**src/hw/rtl/lhr_pkg.sv**
```systemverilog
// Shared types, sizes and codes for the line history ring.
package lhr_pkg;

  localparam int HIST_DEPTH   = 256;
  localparam int RECALL_LIMIT = 64;
  localparam int CHAR_W       = 8;
  localparam int HIST_AW      = $clog2(HIST_DEPTH);
  localparam int ULEN_W       = HIST_AW + 1;
  localparam int CNT_W        = $clog2(RECALL_LIMIT + 1);

  typedef logic [HIST_AW-1:0] hist_addr_t;
  typedef logic [ULEN_W-1:0]  ulen_t;
  typedef logic [CNT_W-1:0]   cnt_t;
  typedef logic [CHAR_W-1:0]  char_t;

  localparam ulen_t ULEN_FULL = ULEN_W'(HIST_DEPTH);
  localparam cnt_t  CNT_LIMIT = CNT_W'(RECALL_LIMIT);

  localparam logic [1:0] OP_APPEND = 2'd0;
  localparam logic [1:0] OP_PREV   = 2'd1;
  localparam logic [1:0] OP_NEXT   = 2'd2;

  typedef struct packed {
    logic [1:0] op;
    char_t      char_in;
  } lhr_in_t;

  typedef struct packed {
    logic  found;
    logic  has_char;
    char_t char_out;
    logic  last;
  } lhr_out_t;

  typedef enum logic [3:0] {
    S_IDLE,
    S_APP_CHAR,
    S_APP_SEP,
    S_PREV_STEP,
    S_PREV_CHK,
    S_NEXT_CHK,
    S_STR_CHK,
    S_STR_LAST,
    S_FAIL
  } lhr_state_t;

endpackage

```
**src/hw/rtl/lhr_ram.sv**
```systemverilog
// Generic RAM: one write port, one read port with registered read data.
module lhr_ram #(
  parameter int WIDTH = 8,
  parameter int DEPTH = 256
) (
  input  logic                     clk,
  input  logic                     we,
  input  logic [$clog2(DEPTH)-1:0] waddr,
  input  logic [WIDTH-1:0]         wdata,
  input  logic                     re,
  input  logic [$clog2(DEPTH)-1:0] raddr,
  output logic [WIDTH-1:0]         rdata
);

  logic [WIDTH-1:0] mem [DEPTH];

  always_ff @(posedge clk) begin
    if (we) begin
      mem[waddr] <= wdata;
    end
    if (re) begin
      rdata <= mem[raddr];
    end
  end

endmodule

```
**src/hw/rtl/line_history_ring.sv**
```systemverilog
// Top level of the line history ring: control sequencer around the history RAM.
//
// Command history held as a ring of zero-terminated strings in one RAM of
// HIST_DEPTH bytes. An append item writes its character and gives no result;
// one that ends a string with a zero also writes a separator after it.
// A recall-previous item visits the ring backward, one entry at a time,
// until it meets a separator; a recall-next item visits forward past the
// current string. Either then streams the string at one character per
// cycle while the output is not stalled, at most RECALL_LIMIT characters;
// the final result carries last. A recall that cannot move the read
// pointer gives a single result with found low. The RAM has a single read
// port with registered read data.
// Output stall simply lengthens a recall; one result waits in the output
// register while the sequencer fetches the next character. The RAM is not
// cleared: recalling text that was never appended returns arbitrary bytes.
module line_history_ring import lhr_pkg::*; (
  input  logic     clk,
  input  logic     rst_n,
  input  logic     in_valid,
  output logic     in_stall,
  input  lhr_in_t  in_item,
  output logic     out_valid,
  input  logic     out_stall,
  output lhr_out_t out_item
);

  function automatic hist_addr_t ring_next(hist_addr_t x, ulen_t ul);
    ulen_t xi;
    xi = {1'b0, x} + ULEN_W'(1);
    return (xi == ul) ? '0 : x + HIST_AW'(1);
  endfunction

  function automatic hist_addr_t ring_prev(hist_addr_t x, ulen_t ul);
    ulen_t top;
    top = ul - ULEN_W'(1);
    return (x == '0) ? top[HIST_AW-1:0] : x - HIST_AW'(1);
  endfunction

  function automatic lhr_out_t mk_out(logic f, logic h, char_t c, logic l);
    lhr_out_t o;
    o.found    = f;
    o.has_char = h;
    o.char_out = c;
    o.last     = l;
    return o;
  endfunction

  lhr_state_t state_r, state_nxt;
  hist_addr_t wp_r, wp_nxt;
  hist_addr_t rp_r, rp_nxt;
  ulen_t      ulen_r, ulen_nxt;
  hist_addr_t scan_r, scan_nxt;
  ulen_t      steps_r, steps_nxt;
  cnt_t       cnt_r, cnt_nxt;
  logic       pend_v_r, pend_v_nxt;
  char_t      pend_c_r, pend_c_nxt;
  char_t      char_r, char_nxt;
  logic       out_valid_r, out_valid_nxt;
  lhr_out_t   out_item_r, out_item_nxt;

  logic       ram_we;
  hist_addr_t ram_waddr;
  char_t      ram_wdata;
  logic       ram_re;
  hist_addr_t ram_raddr;
  char_t      ram_rdata;

  logic       out_free;
  logic       emit;
  lhr_out_t   emit_item;
  ulen_t      wp_inc;
  ulen_t      ulen_cand;
  hist_addr_t wp_wrap;
  hist_addr_t step_addr;
  cnt_t       cnt_inc;

  lhr_ram #(
    .WIDTH (CHAR_W),
    .DEPTH (HIST_DEPTH)
  ) u_hist_ram (
    .clk   (clk),
    .we    (ram_we),
    .waddr (ram_waddr),
    .wdata (ram_wdata),
    .re    (ram_re),
    .raddr (ram_raddr),
    .rdata (ram_rdata)
  );

  assign out_free  = !out_valid_r || !out_stall;
  assign in_stall  = (state_r != S_IDLE);
  assign out_valid = out_valid_r;
  assign out_item  = out_item_r;

  assign wp_inc    = {1'b0, wp_r} + ULEN_W'(1);
  assign ulen_cand = (wp_inc + ULEN_W'(1) > ULEN_FULL) ? ULEN_FULL : wp_inc + ULEN_W'(1);
  assign wp_wrap   = (wp_inc == ULEN_FULL) ? '0 : wp_r + HIST_AW'(1);
  assign cnt_inc   = cnt_r + CNT_W'(1);

  always_comb begin
    state_nxt  = state_r;
    wp_nxt     = wp_r;
    rp_nxt     = rp_r;
    ulen_nxt   = ulen_r;
    scan_nxt   = scan_r;
    steps_nxt  = steps_r;
    cnt_nxt    = cnt_r;
    pend_v_nxt = pend_v_r;
    pend_c_nxt = pend_c_r;
    char_nxt   = char_r;
    ram_we     = 1'b0;
    ram_waddr  = wp_r;
    ram_wdata  = '0;
    ram_re     = 1'b0;
    ram_raddr  = scan_r;
    emit       = 1'b0;
    emit_item  = '0;
    step_addr  = '0;

    unique case (state_r)
      S_IDLE: begin
        if (in_valid) begin
          priority if (in_item.op == OP_APPEND) begin
            char_nxt  = in_item.char_in;
            state_nxt = S_APP_CHAR;
            if (ulen_r == '0) begin
              ram_we    = 1'b1;
              ram_waddr = '0;
              wp_nxt    = HIST_AW'(1);
              rp_nxt    = HIST_AW'(1);
            end
          end else if (in_item.op == OP_PREV) begin
            if (ulen_r == '0) begin
              state_nxt = S_FAIL;
            end else begin
              scan_nxt  = ring_prev(rp_r, ulen_r);
              steps_nxt = '0;
              state_nxt = S_PREV_STEP;
            end
          end else if (in_item.op == OP_NEXT) begin
            if (ulen_r == '0 || rp_r == wp_r) begin
              state_nxt = S_FAIL;
            end else begin
              scan_nxt  = rp_r;
              steps_nxt = '0;
              ram_re    = 1'b1;
              ram_raddr = rp_r;
              state_nxt = S_NEXT_CHK;
            end
          end else begin
            state_nxt = S_IDLE;
          end
        end
      end

      S_APP_CHAR: begin
        ram_we    = 1'b1;
        ram_waddr = wp_r;
        ram_wdata = char_r;
        wp_nxt    = wp_wrap;
        if (ulen_r < ULEN_FULL) begin
          ulen_nxt = ulen_cand;
        end
        if (char_r == '0) begin
          rp_nxt    = wp_wrap;
          state_nxt = S_APP_SEP;
        end else begin
          state_nxt = S_IDLE;
        end
      end

      S_APP_SEP: begin
        ram_we    = 1'b1;
        ram_waddr = wp_r;
        state_nxt = S_IDLE;
      end

      S_PREV_STEP: begin
        if (steps_r >= ulen_r) begin
          state_nxt = S_FAIL;
        end else begin
          step_addr = ring_prev(scan_r, ulen_r);
          steps_nxt = steps_r + ULEN_W'(1);
          scan_nxt  = step_addr;
          if (step_addr == wp_r) begin
            state_nxt = S_FAIL;
          end else begin
            ram_re    = 1'b1;
            ram_raddr = step_addr;
            state_nxt = S_PREV_CHK;
          end
        end
      end

      S_PREV_CHK, S_NEXT_CHK: begin
        step_addr = ring_next(scan_r, ulen_r);
        if (ram_rdata == '0) begin
          rp_nxt     = step_addr;
          scan_nxt   = step_addr;
          ram_re     = 1'b1;
          ram_raddr  = step_addr;
          cnt_nxt    = '0;
          pend_v_nxt = 1'b0;
          state_nxt  = S_STR_CHK;
        end else if (state_r == S_PREV_CHK) begin
          state_nxt = S_PREV_STEP;
        end else if (steps_r >= ulen_r) begin
          state_nxt = S_FAIL;
        end else begin
          steps_nxt = steps_r + ULEN_W'(1);
          scan_nxt  = step_addr;
          ram_re    = 1'b1;
          ram_raddr = step_addr;
        end
      end

      S_STR_CHK: begin
        step_addr = ring_next(scan_r, ulen_r);
        if (ram_rdata == '0) begin
          if (out_free) begin
            emit      = 1'b1;
            emit_item = pend_v_r ? mk_out(1'b1, 1'b1, pend_c_r, 1'b1)
                                 : mk_out(1'b1, 1'b0, '0, 1'b1);
            state_nxt = S_IDLE;
          end
        end else if (!pend_v_r || out_free) begin
          if (pend_v_r) begin
            emit      = 1'b1;
            emit_item = mk_out(1'b1, 1'b1, pend_c_r, 1'b0);
          end
          pend_v_nxt = 1'b1;
          pend_c_nxt = ram_rdata;
          cnt_nxt    = cnt_inc;
          if (scan_r == wp_r || cnt_inc == CNT_LIMIT) begin
            state_nxt = S_STR_LAST;
          end else begin
            scan_nxt  = step_addr;
            ram_re    = 1'b1;
            ram_raddr = step_addr;
          end
        end
      end

      S_STR_LAST: begin
        if (out_free) begin
          emit      = 1'b1;
          emit_item = mk_out(1'b1, 1'b1, pend_c_r, 1'b1);
          state_nxt = S_IDLE;
        end
      end

      S_FAIL: begin
        if (out_free) begin
          emit      = 1'b1;
          emit_item = mk_out(1'b0, 1'b0, '0, 1'b1);
          state_nxt = S_IDLE;
        end
      end

      default: begin
        state_nxt = S_IDLE;
      end
    endcase

    out_item_nxt = out_item_r;
    if (emit) begin
      out_valid_nxt = 1'b1;
      out_item_nxt  = emit_item;
    end else if (!out_stall) begin
      out_valid_nxt = 1'b0;
    end else begin
      out_valid_nxt = out_valid_r;
    end
  end

  always_ff @(posedge clk) begin
    if (!rst_n) begin
      state_r     <= S_IDLE;
      wp_r        <= '0;
      rp_r        <= '0;
      ulen_r      <= '0;
      out_valid_r <= 1'b0;
      pend_v_r    <= 1'b0;
    end else begin
      state_r     <= state_nxt;
      wp_r        <= wp_nxt;
      rp_r        <= rp_nxt;
      ulen_r      <= ulen_nxt;
      out_valid_r <= out_valid_nxt;
      pend_v_r    <= pend_v_nxt;
    end
  end

  always_ff @(posedge clk) begin
    scan_r     <= scan_nxt;
    steps_r    <= steps_nxt;
    cnt_r      <= cnt_nxt;
    pend_c_r   <= pend_c_nxt;
    char_r     <= char_nxt;
    out_item_r <= out_item_nxt;
  end

  a_ulen_bound: assert property (@(posedge clk) disable iff (!rst_n)
    ulen_r <= ULEN_FULL)
    else $error("used length beyond store depth");

  a_ptr_in_ring: assert property (@(posedge clk) disable iff (!rst_n)
    (ulen_r != '0) |-> ({1'b0, wp_r} < ulen_r && {1'b0, rp_r} < ulen_r))
    else $error("pointer outside used part of ring");

  a_write_only_append: assert property (@(posedge clk) disable iff (!rst_n)
    ram_we |-> (state_r == S_IDLE || state_r == S_APP_CHAR || state_r == S_APP_SEP))
    else $error("history write during recall");

  a_empty_is_last: assert property (@(posedge clk) disable iff (!rst_n)
    (out_valid_r && !out_item_r.has_char) |-> out_item_r.last)
    else $error("result without character not marked last");

  a_emit_needs_room: assert property (@(posedge clk) disable iff (!rst_n)
    (out_valid_r && out_stall) |=> (out_valid_r && $stable(out_item_r)))
    else $error("pending result overwritten");

endmodule

```
**config.mk**
```make
export PLATFORM = sky130hd
export DESIGN_NAME = line_history_ring
export DESIGN_NICKNAME = d
export VERILOG_FILES = /design/src/hw/rtl/lhr_pkg.sv /design/src/hw/rtl/lhr_ram.sv /design/src/hw/rtl/line_history_ring.sv
export SDC_FILE = /design/constraint.sdc
export NUM_CORES = 2
export LEC_CHECK = 0
export BUFFER_PORTS_ARGS = -buffer_cell sky130_fd_sc_hd__buf_4
export CORE_MARGIN = 3
export CORE_UTILIZATION = 55
export DETAILED_ROUTE_END_ITERATION = 6
export PLACE_DENSITY = 0.73
export SLEW_MARGIN = 20
export SYNTH_ARGS = -nofsm -noshare
export SYNTH_HDL_FRONTEND = slang
export SYNTH_SLANG_ARGS = --single-unit
export TNS_END_PERCENT = 30
```
**constraint.sdc**
```tcl
create_clock -name clk -period 5.3 [get_ports clk]
set_input_delay 0 -clock clk [delete_from_list [all_inputs] [get_ports clk]]
set_output_delay 0 -clock clk [all_outputs]
set_load 0.01 [all_outputs]
```
==> summary.md <==
The clock share of power is 32.8%. In this run the remaining antenna-violating nets after routing total 0. Number of enable flip-flop cells after synthesis: 2107. The synthesized design contains 2138 register bits. Endpoint class of the critical path: a flop. Among all flip-flop cells after synthesis, the most frequent one is edfxtp_1.

The final reports fail on design-rule violations, negative setup slack. The width of the die was 407 µm; the maximum fanout encountered on the critical timing path was 8. For this configuration, the core starts out at a cell density of 55.7%.

The logs give 9847 for the final cell count without fillers and 270000 µm for the total detailed-routing wirelength. The required time of the critical path is 5.89 ns, and the vertical die dimension is 407 µm. In the final design database the tool counted 7549 nets.

The power spent charging and discharging nets was 13.5 mW; the clock slew seen by the registers of the worst setup and hold paths was 0.07 ns. The worst-case IR drop observed on VDD is 0.435 mV. The count of port buffers added during placement is 26, and the area growth from synthesis to final layout is 17.8%.

The critical path in this run is classified as flop to flop. The number of max-slew violations in the final report is 0, and the average cell area after synthesis is 12.7 µm². After layout, the design draws a total of 44.5 mW.

Area of the die: 0.166 mm². The cell type with the highest occurrence count on the critical path was buf_4. After detailed routing, the number of vias per cell comes to 6.40.

The worst-case headroom to the max-slew limit is 23.3%, and the final routed wire length divided by cell count is 27.4 µm. For the wire length of the first global-routing pass, the log shows 394000 µm. Traced cell by cell, the critical path runs through inv_2, ha_4, nor4b_4, nand2_2, mux2i_2, xor2_1, or4_4, or3_4, buf_6, buf_4, a21oi_2, a211o_2, buf_12, nor2_4, a32o_2, a222oi_1, buf_4, o2111a_1, a31oi_1, a2111o_1.

The cell sitting at the root of the clock tree is a clkbuf_16. The tools report the sequential fraction of design power as 41.8%. The run gives 10411 as the initial DRC count. The post-route netlist has 16.7% of its cells at a drive strength greater than 1.

The slowest stage of the critical path belongs to the cell a222oi_1. The share of the Yosys chip area taken by registers is 72.1%. The total area inside the core boundary comes to 0.159 mm².

The flow ran to the end, but the final reports show violations. The number of endpoints with negative hold slack in the final report was 0; the worst clock skew on the final layout was 0.0516 ns. The worst-skew pair later-pin latency was 0.87 ns. The tools report the sum of net half-perimeters after detailed placement as 173000 µm. The worst setup path is launched from a flop.

The share of the core filled with cells was 65.6%; the number of clock sinks was 2138. The tools report the fmax as 170 MHz. The Yosys warning count came out at 0.

The largest single stage delay on the critical path is 0.96 ns. The number of global-route vias before repair was 60307. Time the final worst path needs with I/O delays and setup: 5.87 ns. The logs give 6955 for the cell count after synthesis and 19 for the remaining design rule violation count. During I/O placement, the number of pins put on the boundary was 27. The routed layout has 63048 vias. Worst hold-check path type: primary input to flop. Entering global routing, the biggest net connects 176 pins.

At the pin with the least slew margin, the transition time is 1.15 ns. After floorplanning, the core was divided into 146 placement rows. Once placement completed, the tool counted placed cells totaling 9386. Global routing consumed, over all layers together, 31.9% of the routing resources. The last weighted congestion value of the routability-driven placer was 0.974; the number of maximum-capacitance violations was 0. The switching power share of the total was 30.4%; the fill cell total of the finished layout was 10982.

Post-route fraction of the period consumed by the critical path: 111%. Setup violations remaining at the end of the flow were counted as 8. The number of nets produced by synthesis was 6991; the endpoint arrival time on the critical path was 6.47 ns. In this run, the combinational gates consume 25.4% of the power. Maximum clock insertion buffer count: 3. Setup repair after global routing could not meet its margin everywhere. The internal power of the cells totals 31.0 mW. The netlist uses 93 different library cells. The cell area that synthesis handed to floorplanning was 0.0887 mm².

The power density over the cells was 426 mW/mm². Of all flip-flops after synthesis, the portion carrying an async set or reset was 0%. Clock tree synthesis inserted a total of 209 buffers. The run gives 4 as the depth of the CTS H-tree. TritonCTS built the clock tree.

The total iterations of the first detailed-routing run is 7, and the overall overflow remaining after global route is 0. The logs give -0.573 ns for the slack of the critical path and 37.4 nW for the cell leakage power. The tools report the number of antenna violations at the first check in global routing as 10.
-- stage by stage --
step	worst slack [ns]	instance area [µm²]	setup TNS [ns]	hold slack, ns
finish	-0.573	104000	-2.40	0.154
global route	-0.548	104000	-3.06	0.155
CTS	-0.0830	104000	-0.397	0.0924
detailed placement	-0.753	96200	-4.56	0.180
global placement	-0.702	96100	-4.38	0.181
floorplan	0.0850	88700	0	0.0989
-- Yosys cell counts (32+ instances only) --
| cell | count | area share [%] |
|---|---|---|
| edfxtp_1 | 2107 | 71 |
| a21oi_1 | 130 | 0.73 |
| nand3_1 | 710 | 4.0 |
| inv_1 | 32 | 0.14 |
| nor3_1 | 42 | 0.24 |
| mux4_2 | 53 | 1.3 |
| and3_1 | 193 | 1.4 |
| a311oi_1 | 112 | 1.1 |
| xnor2_1 | 33 | 0.33 |
| nor2_1 | 352 | 1.5 |
| o22ai_1 | 35 | 0.25 |
| a31oi_1 | 148 | 1.0 |
| clkbuf_1 | 212 | 0.90 |
| nand4_1 | 54 | 0.38 |
| a22oi_1 | 37 | 0.31 |
| buf_1 | 48 | 0.20 |
| o21ai_0 | 97 | 0.55 |
| a211oi_1 | 34 | 0.29 |
| buf_2 | 197 | 1.1 |
| nand2_1 | 1853 | 7.8 |
-- placed cells by master (no fill, tap or decap), types with 10 or more instances in the layout --
cell	Yosys	layout
xor2_1	31	31
nor4_1	24	15
nand2_1	1853	1847
o21ai_1	2	14
a311oi_1	112	103
a21o_1	17	17
nor2_1	352	348
bufinv_16	0	17
nand4_1	54	54
a21oi_1	130	122
edfxtp_1	2107	2107
dlygate4sd3_1	0	21
a31oi_1	148	140
clkbuf_1	212	45
and2_4	0	10
o21ai_0	97	83
and3_1	193	192
and2_1	29	20
clkbuf_16	0	213
nand3_1	710	707
nor2b_1	28	28
or3_1	22	19
buf_6	8	13
mux4_2	53	53
inv_1	32	31
dfxtp_1	31	31
buf_4	8	675
xnor2_1	33	32
a211oi_1	34	27
mux2i_1	31	29
clkinv_2	0	34
a22oi_1	37	32
clkinv_1	0	57
o22ai_1	35	34
ha_1	22	20
buf_12	1	91
a32oi_1	19	19
o211ai_1	14	14
nor3_1	42	35
-- sequential cells by signal, indices dropped and copies added (netlist names) --
| register | cells |
|---|---|
| pend_v_r | 1 |
| u_hist_ram.mem | 2048 |
| out_item | 11 |
| scan_r | 8 |
| wp_r | 8 |
| ulen_r | 9 |
| cnt_r | 7 |
| out_valid | 1 |
| char_r | 8 |
| steps_r | 9 |
| u_hist_ram.rdata | 8 |
| state_r | 4 |
| pend_c_r | 8 |
| rp_r | 8 |
-- critical path: cells and delay by family, from the launching register on --
family	cells	cell delay [ns]
AOI/OAI and AO/OA	7	2.37
xor gates and xnor gates	1	0.19
adders and majority gates	1	0.13
buffers and inverters	5	0.82
DFF	1	0.44
muxes	1	0.19
and+or+nand+nor	5	1.45
-- kinds of logic (layout without fill, tap and decap cells) --
logic type / after synthesis / count (layout) / synth area share (%)
buffers and inverters: 506 / 1243 / 2.54
adders and majority gates: 22 / 22 / 0.311
other: 0 / 8 / 0
xor gates and xnor gates: 66 / 66 / 0.683
and+or+nand+nor: 3364 / 3365 / 16.6
AOI/OAI and AO/OA: 771 / 771 / 6.02
muxes: 88 / 88 / 1.79
DFF: 2138 / 2138 / 72.1
-- path summary, 6_finish.rpt --
| check | endpoint | slack [ns] | startpoint | cells past startpoint |
|---|---|---|---|---|
| hold reg to reg | out_item[5] | 0.51 | pend_c_r[4] | 1 |
| setup / recovery | u_hist_ram.rdata[7] | -0.57 | scan_r[0] | 20 |
| hold / removal | rp_r[0] | 0.15 | rst_n | 3 |
| setup reg to reg | u_hist_ram.rdata[7] | -0.57 | scan_r[0] | 20 |
-- power groups by stage --
stage	registers, mW	clock network [mW]	logic, mW
2_1_floorplan	19.0	0	5.30
3_3_place_gp	18.9	0	10.1
3_5_place_dp	18.9	0	10.2
4_1_cts	18.6	14.7	10.8
5_1_grt	18.6	15.4	11.7
6_report	18.6	14.6	11.3
-- repair_timing --
item	CTS	global route
pin swaps	41	12
setup buffers	28	6
gates resized for setup	138	35
hold endpoints to repair	78	0
endpoints found under the setup margin	8	8
cloned	6	2
hold buffers	21	0
-- final cells by class --
class                      count  area (µm²)  area share (%)
timing repair buffer         820        7720            7.40
clock buffer                 256        5450            5.22
inverter                      32         120           0.115
tap                         2146        2690            2.57
clock inverter               135        1280            1.22
multi-input combinational   4312       23300            22.3
antenna                        8        20.0          0.0192
sequential                  2138       63900            61.2
-- metal layers --
layer	global-route usage [%]	routed length (µm)
met2	47.9	121000
met3	8.32	36800
met1	42.9	95800
met5	0	57
met4	17.0	15900
(Power assumes the default switching activity.)
